File: src/rtl/hgc_pkg.sv
// Shared types, constants and helpers for the hand gesture classifier.
`default_nettype none

package hgc_pkg;

    localparam int TIME_W    = 48;
    localparam int CFG_W     = 16;
    localparam int NUM_LANES = 2;

    localparam logic [CFG_W-1:0] EXPLODE_WINDOW_RST = 16'd850;
    localparam logic [CFG_W-1:0] RESET_HOLD_RST     = 16'd1100;
    localparam logic [CFG_W-1:0] RESET_COOLDOWN_RST = 16'd1800;

    typedef enum logic [2:0] {
        G_NONE    = 3'd0,
        G_POINT   = 3'd1,
        G_GRAB    = 3'd2,
        G_SCALE   = 3'd3,
        G_FIST    = 3'd4,
        G_PALM    = 3'd5,
        G_EXPLODE = 3'd6,
        G_RESET   = 3'd7
    } gesture_t;

    typedef enum logic [1:0] {
        CFG_EXPLODE_WINDOW = 2'd0,
        CFG_RESET_HOLD     = 2'd1,
        CFG_RESET_COOLDOWN = 2'd2
    } cfg_idx_t;

    typedef struct packed {
        logic [CFG_W-1:0] explode_window;
        logic [CFG_W-1:0] reset_hold;
        logic [CFG_W-1:0] reset_cooldown;
    } cfg_t;

    // lowest bit up: right, fist, palm, pinch
    typedef struct packed {
        logic pinch;
        logic palm;
        logic fist;
        logic right;
    } hand_t;

    typedef struct packed {
        logic              active;
        logic              fist;
        logic              palm;
        logic              pinch;
        logic              explode;
        logic [TIME_W-1:0] slot_out;
    } lane_res_t;

    function automatic logic signed [TIME_W:0] elapsed(
        input logic [TIME_W-1:0] now,
        input logic [TIME_W-1:0] then_t
    );
        return $signed({1'b0, now}) - $signed({1'b0, then_t});
    endfunction

    function automatic logic signed [TIME_W:0] widen_cfg(input logic [CFG_W-1:0] v);
        return $signed({{(TIME_W+1-CFG_W){1'b0}}, v});
    endfunction

endpackage

`default_nettype wire

File: src/rtl/hgc_lane.sv
// Per-hand lane: fist slot tracking and explode detection for one hand.
`default_nettype none

module hgc_lane import hgc_pkg::*; (
    input  wire logic              active,
    input  wire hand_t             hand,
    input  wire logic [TIME_W-1:0] time_ms,
    input  wire logic [TIME_W-1:0] since,
    input  wire logic [CFG_W-1:0]  explode_window,
    output lane_res_t              res
);

    logic signed [TIME_W:0] dt;
    logic                   since_set;

    assign dt        = elapsed(time_ms, since);
    assign since_set = (since != '0);

    always_comb begin
        res.active  = active;
        res.fist    = active & hand.fist;
        res.palm    = active & hand.palm;
        res.pinch   = active & hand.pinch;
        res.explode = active & ~hand.fist & hand.palm & since_set &
                      (dt < widen_cfg(explode_window));
        if (!active) begin
            res.slot_out = since;
        end else if (hand.fist) begin
            res.slot_out = since_set ? since : time_ms;
        end else begin
            res.slot_out = '0;
        end
    end

endmodule

`default_nettype wire

File: src/rtl/hgc_merge.sv
// Merge stage: gesture priority, hold and cooldown tracking, state and output register.
`default_nettype none

module hgc_merge import hgc_pkg::*; (
    input  wire logic                             aclk,
    input  wire logic                             aresetn,
    input  wire logic                             accept,
    input  wire logic [TIME_W-1:0]                time_ms,
    input  wire logic [NUM_LANES-1:0]             lane_right,
    input  wire lane_res_t [NUM_LANES-1:0]        lanes,
    input  wire cfg_t                             cfg,
    input  wire logic                             m_tready,
    output logic [NUM_LANES-1:0][TIME_W-1:0]      fist_slot,
    output logic                                  m_tvalid,
    output gesture_t                              gesture,
    output logic                                  started,
    output logic                                  ended
);

    logic [NUM_LANES-1:0][TIME_W-1:0] fist_slot_reg, fist_slot_next;
    logic [TIME_W-1:0]                pps_reg, pps_next;
    logic [TIME_W-1:0]                lrt_reg, lrt_next;
    gesture_t                         prev_reg;
    gesture_t                         g;
    logic                             m_valid_reg, m_valid_next;
    gesture_t                         gesture_reg;
    logic                             started_reg, ended_reg;

    logic [1:0] pinches, fists, palms;
    logic       explode, both_palms, hold_ok, cool_ok;

    assign fist_slot = fist_slot_reg;
    assign m_tvalid  = m_valid_reg;
    assign gesture   = gesture_reg;
    assign started   = started_reg;
    assign ended     = ended_reg;

    always_comb begin
        pinches = {1'b0, lanes[0].pinch} + {1'b0, lanes[1].pinch};
        fists   = {1'b0, lanes[0].fist}  + {1'b0, lanes[1].fist};
        palms   = {1'b0, lanes[0].palm}  + {1'b0, lanes[1].palm};
        explode = lanes[0].explode | lanes[1].explode;
        both_palms = lanes[1].active & lanes[0].palm & lanes[1].palm;
        hold_ok = (pps_reg != '0) &&
                  (elapsed(time_ms, pps_reg) > widen_cfg(cfg.reset_hold));
        cool_ok = elapsed(time_ms, lrt_reg) > widen_cfg(cfg.reset_cooldown);

        for (int s = 0; s < NUM_LANES; s++) begin
            if (lanes[1].active && (lane_right[1] == s[0])) begin
                fist_slot_next[s] = lanes[1].slot_out;
            end else if (lanes[0].active && (lane_right[0] == s[0])) begin
                fist_slot_next[s] = lanes[0].slot_out;
            end else begin
                fist_slot_next[s] = fist_slot_reg[s];
            end
        end

        pps_next = pps_reg;
        lrt_next = lrt_reg;
        g        = G_NONE;
        if (explode) begin
            g = G_EXPLODE;
        end else begin
            if (both_palms) begin
                pps_next = (pps_reg == '0) ? time_ms : pps_reg;
            end else begin
                pps_next = '0;
            end
            priority if (both_palms && hold_ok && cool_ok) begin
                lrt_next = time_ms;
                g        = G_RESET;
            end else if (pinches >= 2'd2) begin
                g = G_SCALE;
            end else if (pinches == 2'd1) begin
                g = G_GRAB;
            end else if (fists != 2'd0) begin
                g = G_FIST;
            end else if (palms != 2'd0) begin
                g = G_PALM;
            end else if (lanes[0].active) begin
                g = G_POINT;
            end else begin
                g = G_NONE;
            end
        end

        m_valid_next = m_valid_reg;
        if (accept) begin
            m_valid_next = 1'b1;
        end else if (m_tready) begin
            m_valid_next = 1'b0;
        end
    end

    always_ff @(posedge aclk) begin
        if (!aresetn) begin
            fist_slot_reg <= '0;
            pps_reg       <= '0;
            lrt_reg       <= '0;
            prev_reg      <= G_NONE;
            m_valid_reg   <= 1'b0;
        end else begin
            m_valid_reg <= m_valid_next;
            if (accept) begin
                fist_slot_reg <= fist_slot_next;
                pps_reg       <= pps_next;
                lrt_reg       <= lrt_next;
                prev_reg      <= g;
            end
        end
    end

    always_ff @(posedge aclk) begin
        if (accept) begin
            gesture_reg <= g;
            started_reg <= (g != prev_reg) || (g == G_EXPLODE) || (g == G_RESET);
            ended_reg   <= (prev_reg != G_NONE) && (g != prev_reg);
        end
    end

endmodule

`default_nettype wire

File: src/rtl/hand_gesture_classifier.sv
// Top level of the hand gesture classifier: stream ports, register port, lanes and merge.
//
//  channel   | direction | payload
//  s_*       | in        | one frame's hand summary per item
//  m_*       | out       | one gesture result per item
//  APB       | in/out    | explode window, reset hold, reset cooldown
//
// One item per cycle while s_tready is high; results appear the cycle after accept.
// The fist slots and hold/reset times update in the cycle an item is taken.
// s_tready drops only while a result waits and m_tready is low.
// Reset clears all tracking state and loads the default register values.
`default_nettype none

module hand_gesture_classifier import hgc_pkg::*; (
    input  wire logic        aclk,
    input  wire logic        aresetn,
    input  wire logic        s_tvalid,
    output logic             s_tready,
    // time_ms[47:0], hand_num[49:48], hand0 right/fist/palm/pinch[53:50],
    // hand1 right/fist/palm/pinch[57:54], zero[63:58]
    input  wire logic [63:0] s_tdata,
    output logic             m_tvalid,
    input  wire logic        m_tready,
    // gesture[2:0], started[3], ended[4], zero[7:5]
    output logic [7:0]       m_tdata,
    input  wire logic        psel,
    input  wire logic        penable,
    input  wire logic        pwrite,
    input  wire logic [3:0]  paddr,
    input  wire logic [31:0] pwdata,
    output logic [31:0]      prdata,
    output logic             pready
);

    cfg_t                             cfg_reg;
    logic                             accept;
    logic                             cfg_wr;
    cfg_idx_t                         cfg_idx;
    logic [TIME_W-1:0]                time_ms;
    logic [1:0]                       hand_num;
    hand_t [NUM_LANES-1:0]            hands;
    logic [NUM_LANES-1:0]             lane_active;
    logic [NUM_LANES-1:0]             lane_right;
    logic [NUM_LANES-1:0][TIME_W-1:0] lane_since;
    logic [NUM_LANES-1:0][TIME_W-1:0] fist_slot;
    lane_res_t [NUM_LANES-1:0]        lanes;
    gesture_t                         gesture;
    logic                             started, ended;

    assign time_ms    = s_tdata[47:0];
    assign hand_num   = s_tdata[49:48];
    assign hands[0]   = hand_t'(s_tdata[53:50]);
    assign hands[1]   = hand_t'(s_tdata[57:54]);

    assign lane_active[0] = (hand_num != 2'd0);
    assign lane_active[1] = hand_num[1];
    assign lane_right[0]  = hands[0].right;
    assign lane_right[1]  = hands[1].right;

    // hand 1 sees the slot as hand 0 left it when both share a side
    assign lane_since[0] = fist_slot[hands[0].right];
    assign lane_since[1] = (lane_active[0] && (hands[0].right == hands[1].right)) ?
                           lanes[0].slot_out : fist_slot[hands[1].right];

    generate
        for (genvar i = 0; i < NUM_LANES; i++) begin : g_lane
            hgc_lane u_lane (
                .active         (lane_active[i]),
                .hand           (hands[i]),
                .time_ms        (time_ms),
                .since          (lane_since[i]),
                .explode_window (cfg_reg.explode_window),
                .res            (lanes[i])
            );
        end
    endgenerate

    assign s_tready = ~m_tvalid | m_tready;
    assign accept   = s_tvalid & s_tready;

    hgc_merge u_merge (
        .aclk       (aclk),
        .aresetn    (aresetn),
        .accept     (accept),
        .time_ms    (time_ms),
        .lane_right (lane_right),
        .lanes      (lanes),
        .cfg        (cfg_reg),
        .m_tready   (m_tready),
        .fist_slot  (fist_slot),
        .m_tvalid   (m_tvalid),
        .gesture    (gesture),
        .started    (started),
        .ended      (ended)
    );

    assign m_tdata = {3'b000, ended, started, gesture};

    assign pready  = 1'b1;
    assign cfg_idx = cfg_idx_t'(paddr[3:2]);
    assign cfg_wr  = psel & penable & pwrite & pready;

    always_comb begin
        unique case (cfg_idx)
            CFG_EXPLODE_WINDOW: prdata = {16'd0, cfg_reg.explode_window};
            CFG_RESET_HOLD:     prdata = {16'd0, cfg_reg.reset_hold};
            CFG_RESET_COOLDOWN: prdata = {16'd0, cfg_reg.reset_cooldown};
            default:            prdata = 32'd0;
        endcase
    end

    always_ff @(posedge aclk) begin
        if (!aresetn) begin
            cfg_reg.explode_window <= EXPLODE_WINDOW_RST;
            cfg_reg.reset_hold     <= RESET_HOLD_RST;
            cfg_reg.reset_cooldown <= RESET_COOLDOWN_RST;
        end else if (cfg_wr) begin
            unique case (cfg_idx)
                CFG_EXPLODE_WINDOW: cfg_reg.explode_window <= pwdata[CFG_W-1:0];
                CFG_RESET_HOLD:     cfg_reg.reset_hold     <= pwdata[CFG_W-1:0];
                CFG_RESET_COOLDOWN: cfg_reg.reset_cooldown <= pwdata[CFG_W-1:0];
                default:            cfg_reg <= cfg_reg;
            endcase
        end
    end

endmodule

`default_nettype wire
File: config.mk
export PLATFORM = sky130hd
export DESIGN_NAME = hand_gesture_classifier
export DESIGN_NICKNAME = d
export VERILOG_FILES = /design/src/rtl/hgc_pkg.sv /design/src/rtl/hgc_lane.sv /design/src/rtl/hgc_merge.sv /design/src/rtl/hand_gesture_classifier.sv
export SDC_FILE = /design/constraint.sdc
export NUM_CORES = 1
export LEC_CHECK = 0
export BUFFER_PORTS_ARGS = -buffer_cell sky130_fd_sc_hd__buf_2
export CAP_MARGIN = 20
export CORE_MARGIN = 2
export CORE_UTILIZATION = 45
export CTS_BUF_LIST = sky130_fd_sc_hd__clkbuf_4
export CTS_CLUSTER_DIAMETER = 80
export DETAILED_ROUTE_END_ITERATION = 10
export SYNTH_ARGS = -nofsm -noshare
export SYNTH_HDL_FRONTEND = slang
export SYNTH_SLANG_ARGS = --single-unit
File: constraint.sdc
create_clock -name aclk -period 10.9 [get_ports aclk]
set_input_delay 0.545 -clock aclk [delete_from_list [all_inputs] [get_ports aclk]]
set_output_delay 0.545 -clock aclk [all_outputs]
set_load 0.05 [all_outputs]
After elaboration in Yosys (flattened, before gate mapping)

Cells that the tools add are included.

Add/subtract/negate cells: 7
Equality and inequality tests: 8
Divide/modulo/power cells: 0
Multiplexer cells: 27
Bitwise operators: 27
Shift-type cells: 0
Reductions and logical operators: 30
Multipliers: 0
Magnitude comparators: 7

Operator list:

| operator                                                    | number |
|---|---|
| 2-to-1 mux 48 bit                                           | 17 |
| subtractor 48 x 48 -> 49 bit                                | 4 |
| nonzero test 48 bit                                         | 3 |
| greater-than comparator 49 x 17 -> 1 bit                    | 2 |
| less-than comparator 49 x 17 -> 1 bit                       | 2 |
| zero test 48 bit                                            | 1 |
| case mux 16 bit (3 select lines)                            | 1 |
| bitwise AND 1 bit                                           | 19 |
| 2-to-1 mux 3 bit                                            | 6 |
| nonzero test 2 bit                                          | 6 |
| AND reduction 2 bit                                         | 5 |
| logical AND 1 bit                                           | 9 |
| adder 1 x 1 -> 2 bit                                        | 3 |
| equality test 3 bit (second input constant)                 | 2 |
| NOT 1 bit                                                   | 6 |
| AND reduction 3 bit                                         | 2 |
| equality test 2 x 1 -> 1 bit (second input constant)        | 2 |
| less-than comparator 1 x 2 -> 1 bit (second input constant) | 2 |
| 2-to-1 mux 1 bit                                            | 3 |
| inequality test 3 bit                                       | 1 |
| nonzero test 3 bit                                          | 1 |
| equality test 2 bit (second input constant)                 | 1 |
| >= comparator 2 bit (second input constant)                 | 1 |
| zero test 2 bit                                             | 1 |
| other kinds (4)                                             | 6 |

Memory bits (read-only): 0
RAM bits: 0
Latch bits: 0
Memories kept: 0
Output and inout port bits: 43
Register bits after elaboration: 249

Depth between registers and ports, before layout

Word-level depth: 15
Mapped depth: 39
Mapped depth without buffers: 32

Hierarchy

A second synthesis with hierarchy kept.

Cells, all modules: 3975
Area, all modules: 28967.8 sq um

By module, submodules not included:

| module                  | seq. area each (sq um) | area an instance (sq um) | times used | cells an instance |
|---|---|---|---|---|
| hgc_merge               | 4073.9                 | 15975.3                  | 1          | 2184 |
| hgc_lane                | 0.0                    | 4401.7                   | 2          | 680 |
| hand_gesture_classifier | 960.9                  | 4189.0                   | 1          | 431 |

Least setup slack after synthesis

Ideal clock, no wire load.

Kind: input -> register
From: in s_tdata[50]
To: reg u_merge.lrt_reg[26]
Stages: 39
Path slack: 3.759 ns
Data required time: 10.772 ns
Path buffers: 7
Data arrival time: 7.013 ns
Path through: buf_4 > buf_4 > nor3b_1 > o22ai_1 > or2_2 > a211oi_2 > buf_2 > buf_2 > a21oi_1 > nor2_1 > nand2_1 > o21ai_0 > ha_1 > nor2b_1 > o21ai_0 > o311ai_0 > a211o_1 > o211ai_1 > [... 3 more ...] > o21bai_1 > xor2_1 > ha_1 > a21oi_1 > o221a_2 > o221ai_1 > nor4_1 > nand4_1 > a2111oi_0 > nor4bb_1 > nand4bb_1 > nor3_2 > a31oi_4 > nand3_2 > buf_6 > buf_8 > mux2i_1 > nor2_1

Word-level cells in the longest chain between the ends: 13
Elaborated cells on any way between the ends: 21
Those cells by class: add/sub (2); order compare (2); eq/ne (1); mux (6); bitwise (6); reduce/logical (4)

RTL lines:

| item                                                                              | RTL line                       | RTL |
|---|---|---|
| from (decl)                                                                       | hand_gesture_classifier.sv:21  | `input wire logic [63:0] s_tdata,` |
| 2-to-1 mux 48 bit (implied by the code) (2 in a row)                              | hand_gesture_classifier.sv:61  | `assign lane_since[0] = fist_slot[hands[0].right];` |
| nonzero test 48 bit                                                               | hgc_lane.sv:17                 | `assign since_set = (since != '0);` |
| 2-to-1 mux 48 bit                                                                 | hgc_lane.sv:29                 | `res.slot_out = since_set ? since : time_ms;` |
| 2-to-1 mux 48 bit                                                                 | hgc_lane.sv:28                 | `end else if (hand.fist) begin` |
| 2-to-1 mux 48 bit                                                                 | hgc_lane.sv:26                 | `if (!active) begin` |
| 2-to-1 mux 48 bit                                                                 | hand_gesture_classifier.sv:62  | `assign lane_since[1] = (lane_active[0] && (hands[0].right == hands[1].right)) ?` |
| subtractor 48 x 48 -> 49 bit / nonzero test 48 bit (equally long branches)        | hgc_pkg.sv:58, hgc_lane.sv:17  |  |
| less-than comparator 49 x 17 -> 1 bit / bitwise AND 1 bit (equally long branches) | hgc_lane.sv:25, hgc_lane.sv:24 |  |
| bitwise AND 1 bit                                                                 | hgc_lane.sv:24                 | `res.explode = active & ~hand.fist & hand.palm & since_set &` |
| OR 1 bit *                                                                        | hgc_merge.sv:42                | `explode = lanes[0].explode \| lanes[1].explode;` |
| NOT 1 bit (no line) *                                                             | n/a                            |  |
| AND reduction 3 bit (no line) *                                                   | n/a                            |  |
| to (signal assigned)                                                              | hgc_merge.sv:107               | `lrt_reg <= lrt_next;` |
| to (decl)                                                                         | hgc_merge.sv:22                | `logic [TIME_W-1:0] lrt_reg, lrt_next;` |

Mark *: on every way between the ends. The rest lies on a longest branch, timed or not. The select of a mux whose other input is x is not followed.
A chain may end at the register's enable or synchronous reset.

Final worst setup path

From: reg u_merge.fist_slot_reg (netlist bit u_merge.fist_slot[23])
To: reg u_merge.lrt_reg[31]

Word-level cells in the longest chain between the ends: 13
Elaborated cells on any way between the ends: 21
Those cells by class: add/sub (2); order compare (2); mux (8); bitwise (6); reduce/logical (3)

RTL lines:

| item                                                                              | RTL line                       | RTL |
|---|---|---|
| from (decl)                                                                       | hgc_merge.sv:20                | `logic [NUM_LANES-1:0][TIME_W-1:0] fist_slot_reg, fist_slot_next;` |
| from (signal assigned)                                                            | hgc_merge.sv:105               | `fist_slot_reg <= fist_slot_next;` |
| 2-to-1 mux 48 bit (implied by the code) (2 in a row)                              | hand_gesture_classifier.sv:61  |  |
| nonzero test 48 bit                                                               | hgc_lane.sv:17                 |  |
| 2-to-1 mux 48 bit                                                                 | hgc_lane.sv:29                 |  |
| 2-to-1 mux 48 bit                                                                 | hgc_lane.sv:28                 |  |
| 2-to-1 mux 48 bit                                                                 | hgc_lane.sv:26                 |  |
| 2-to-1 mux 48 bit                                                                 | hand_gesture_classifier.sv:62  |  |
| subtractor 48 x 48 -> 49 bit / nonzero test 48 bit (equally long branches)        | hgc_pkg.sv:58, hgc_lane.sv:17  |  |
| less-than comparator 49 x 17 -> 1 bit / bitwise AND 1 bit (equally long branches) | hgc_lane.sv:25, hgc_lane.sv:24 |  |
| bitwise AND 1 bit                                                                 | hgc_lane.sv:24                 |  |
| OR 1 bit *                                                                        | hgc_merge.sv:42                |  |
| NOT 1 bit (no line) *                                                             | n/a                            |  |
| AND reduction 3 bit (no line) *                                                   | n/a                            |  |

Marked as above.

==> impl_metrics.env <==
export IMPL_ir_worst_vdd_mv=0.0489
export IMPL_die_w_um=254
export IMPL_syn_cell_area_um2=28200
export IMPL_die_h_um=254
export IMPL_post_route_period_util=0.874
export IMPL_power_frac_seq=0.294
export IMPL_htreeDepth=3
export IMPL_grt_pass1_wl_um=169000
export IMPL_hold_viol_final=0
export IMPL_switching_share=0.434
export IMPL_maxSlewViolCount=0
export IMPL_max_freq_ghz=0.105
export IMPL_final_min_clock_period_ns=9.52
export IMPL_clk_pin_slew_worst_paths_ns=0.06
export IMPL_drc_errors=0
export IMPL_initial_core_util=0.456
export IMPL_p_comb_frac=0.430
export IMPL_start_kind="register"
export IMPL_dieArea_um2=64600
export IMPL_ys_seq_area_frac=0.179
export IMPL_syn_area_per_cell_um2=6.99
export IMPL_drive_gt1_frac=0.0784
export IMPL_vias_per_cell=6.29
export IMPL_numCtsBuffers=77
export IMPL_rsz0062_at_grt="false"
export IMPL_cts_buffer_depth=3
export IMPL_holdWs_ns=0.0774
export IMPL_gp_congestion=1.02
export IMPL_first_iter_violations=2907
export IMPL_crit_slowest_cell="nor4_1"
export IMPL_track_usage=0.337
export IMPL_worstPathArrival_ns=10.17
export IMPL_ant_nets=0
export IMPL_overflow=0
export IMPL_io_buffers=105
export IMPL_core_region_area_um2=61800
export IMPL_grt_pass1_vias=28700
export IMPL_tightest_slew_ns=1.06
export IMPL_timing_rr_start="u_merge.fist_slot[23]"
export IMPL_io_pins=150
export IMPL_p_int_mw=1.90
export IMPL_cts_resized=0
export IMPL_ys_flop_type="dfxtp_1"
export IMPL_grt_max_degree=97
export IMPL_synth_seq_cells=249
export IMPL_crit_fanout=26
export IMPL_critPathKind="register to register"
export IMPL_endpoint_kind="register"
export IMPL_root_buffer="clkbuf_4"
export IMPL_powerDensity_nw_per_um2=111
export IMPL_syn_inst=4031
export IMPL_antenna_found_initial=3
export IMPL_rrSetupSlack_ns=1.38
export IMPL_worst_ep_required_time_ns=11.55
export IMPL_p_switching_mw=1.46
export IMPL_crit_path_end="u_merge.lrt_reg[31]"
export IMPL_cpMostUsedCell="a21oi_1"
export IMPL_largest_reg_flops=96
export IMPL_reg2reg_depth=34
export IMPL_insertion_delay_ns=0.87
export IMPL_synth_edff_count=5
export IMPL_yosysWarnings=0
export IMPL_pwr_share_clk=0.276
export IMPL_critPathLaunch="u_merge.fist_slot[23]"
export IMPL_r2r_end="u_merge.lrt_reg[31]"
export IMPL_p_leak_nw=12.1
export IMPL_hp_class="primary input to register"
export IMPL_fin_tns_setup_ns=0
export IMPL_clock_skew_ns=0.0962
export IMPL_max_slew_margin=0.284
export IMPL_status="complete, no violations"
export IMPL_tritoncts="done"
export IMPL_cts_sinks=249
export IMPL_firstDrtPassIters=5
export IMPL_cap_violations=0
export IMPL_setup_viol=0
export IMPL_drt_wl_total_um=112000
export IMPL_async_reset_ff_frac=0
export IMPL_max_stage_delay_ns=0.79
export IMPL_layout_nets=4413
export IMPL_dpl_hpwl_um=84500
export IMPL_yosysUniqueCellTypes=102
export IMPL_wl_per_cell_um=22.6
export IMPL_num_vias=31100
export IMPL_row_count=91
export IMPL_syn_to_final_growth_pct=7.52
[power groups by stage]
stage | clock, mW | sequential, mW | combinational [mW]
after floorplan | 0 | 0.998 | 1.00
after CTS | 0.946 | 0.987 | 1.41
after global placement | 0 | 1.01 | 1.40
after global routing | 0.997 | 0.992 | 1.57
after detailed placement | 0 | 1.01 | 1.40
final | 0.930 | 0.989 | 1.45
[critical path, delay by kind of cell, from the launching register on]
family                   cells  cell delay [ns]
adder cells (fa/ha/maj)      2             0.58
flip-flops                   1             0.33
AO/OA/AOI/OAI               14             3.57
XOR/XNOR                     1             0.16
AND/OR/NAND/NOR             14             3.92
buffers and inverters        2             0.56
multiplexers                 1             0.20
[cells by family (layout without fill, tap and decap cells)]
| family | after synthesis | count (layout) | synth area share |
|---|---|---|---|
| compound gates | 1257 | 1257 | 0.292 |
| xor+xnor | 101 | 101 | 0.0317 |
| mux | 161 | 161 | 0.0576 |
| other cells | 2 | 24 | 0.000267 |
| fa+ha+maj | 257 | 257 | 0.115 |
| flops | 249 | 249 | 0.179 |
| simple gates | 1531 | 1531 | 0.255 |
| buf+inv | 473 | 532 | 0.0687 |
[final cells by class]
cell class              instances  area (um^2)
clock inverters                34          164
fillers                      6493        31500
repair buffers                158         1000
multi-input cells            3327        21400
clock buffers                 104          781
inverters                     236          888
well taps                     837         1050
flip-flops and latches        249         5030
diodes                          4         10.0
[synth_stat cells (35+ instances only)]
master    number  area (um^2)
xnor2_1       63          552
ha_1         253         3170
mux2i_1      152         1520
dfxtp_1      244         4880
nor3_1        70          350
o21ai_0      273         1370
a21oi_1      313         1570
nand2_1      597         2240
nor2_1       347         1300
nor2b_1       40          250
xor2_1        37          324
nor4_1        57          357
a21o_1        97          728
clkbuf_1     170          638
a31oi_1       35          219
o21a_1        43          323
a21boi_0      37          278
a211oi_1      42          315
nand3_1      123          616
inv_1        236          886
nand4_1       73          457
o211ai_1     133          998
[worst min path at each step]
stage | endpoint | startpoint | cells past startpoint
floorplan | u_merge.lrt_reg[1] | u_merge.lrt_reg[1] | 2
global placement | u_merge.lrt_reg[1] | u_merge.lrt_reg[1] | 2
detailed placement | u_merge.lrt_reg[1] | u_merge.lrt_reg[1] | 2
CTS | u_merge.pps_reg[0] | s_tdata[0] | 3
global route | u_merge.pps_reg[0] | s_tdata[0] | 3
finish | u_merge.pps_reg[0] | s_tdata[0] | 3
[layout by cell type (no fill, tap or decap), drive strengths merged, types with 21 or more instances in the layout]
cell	n
buf	140
a211oi	44
xnor2	64
inv	238
and2	22
a31oi	36
nor2b	40
dfxtp	244
a2111oi	21
or4	22
ha	253
a21oi	313
o21a	43
nor4	59
o21bai	28
xor2	37
nand4	73
nand3	125
nand2	597
a21boi	39
clkinv	30
a21o	97
nor3	74
clkbuf	104
nor3b	25
mux2i	152
o21ai	284
nor2	347
and3	32
nand2b	26
o211ai	133
or3	28
[per-stage QoR]
stage               instances  setup WS [ns]  power, mW  instance area, um^2  utilization
finish                   4949           1.38       3.36                30300        0.490
global route             4946          0.762       3.56                30300        0.490
CTS                      4943           1.65       3.35                30200        0.489
detailed placement       4787           1.39       2.41                29100        0.471
global placement         4787           1.54       2.40                29100        0.471
floorplan                4049           3.76       2.00                28200            -
[per-layer routing]
| layer | GRT usage | wire length [um] | up-vias |
|---|---|---|---|
| met5 | 0 | 0 | - |
| met4 | 0.167 | 5320 | 0 |
| met3 | 0.0592 | 10100 | 287 |
| met2 | 0.535 | 49400 | 1401 |
| met1 | 0.439 | 46900 | 14600 |
| li1 | - | - | 14800 |
[repair_timing]
| action | 4_1_cts | 5_1_grt |
|---|---|---|
| buffers inserted | 0 | 0 |
| endpoints found under the setup margin | 0 | 0 |
| hold buffers | 18 | 0 |
| endpoints found under the hold margin | 47 | 0 |
Note: power is estimated with default switching activity, not from simulation.
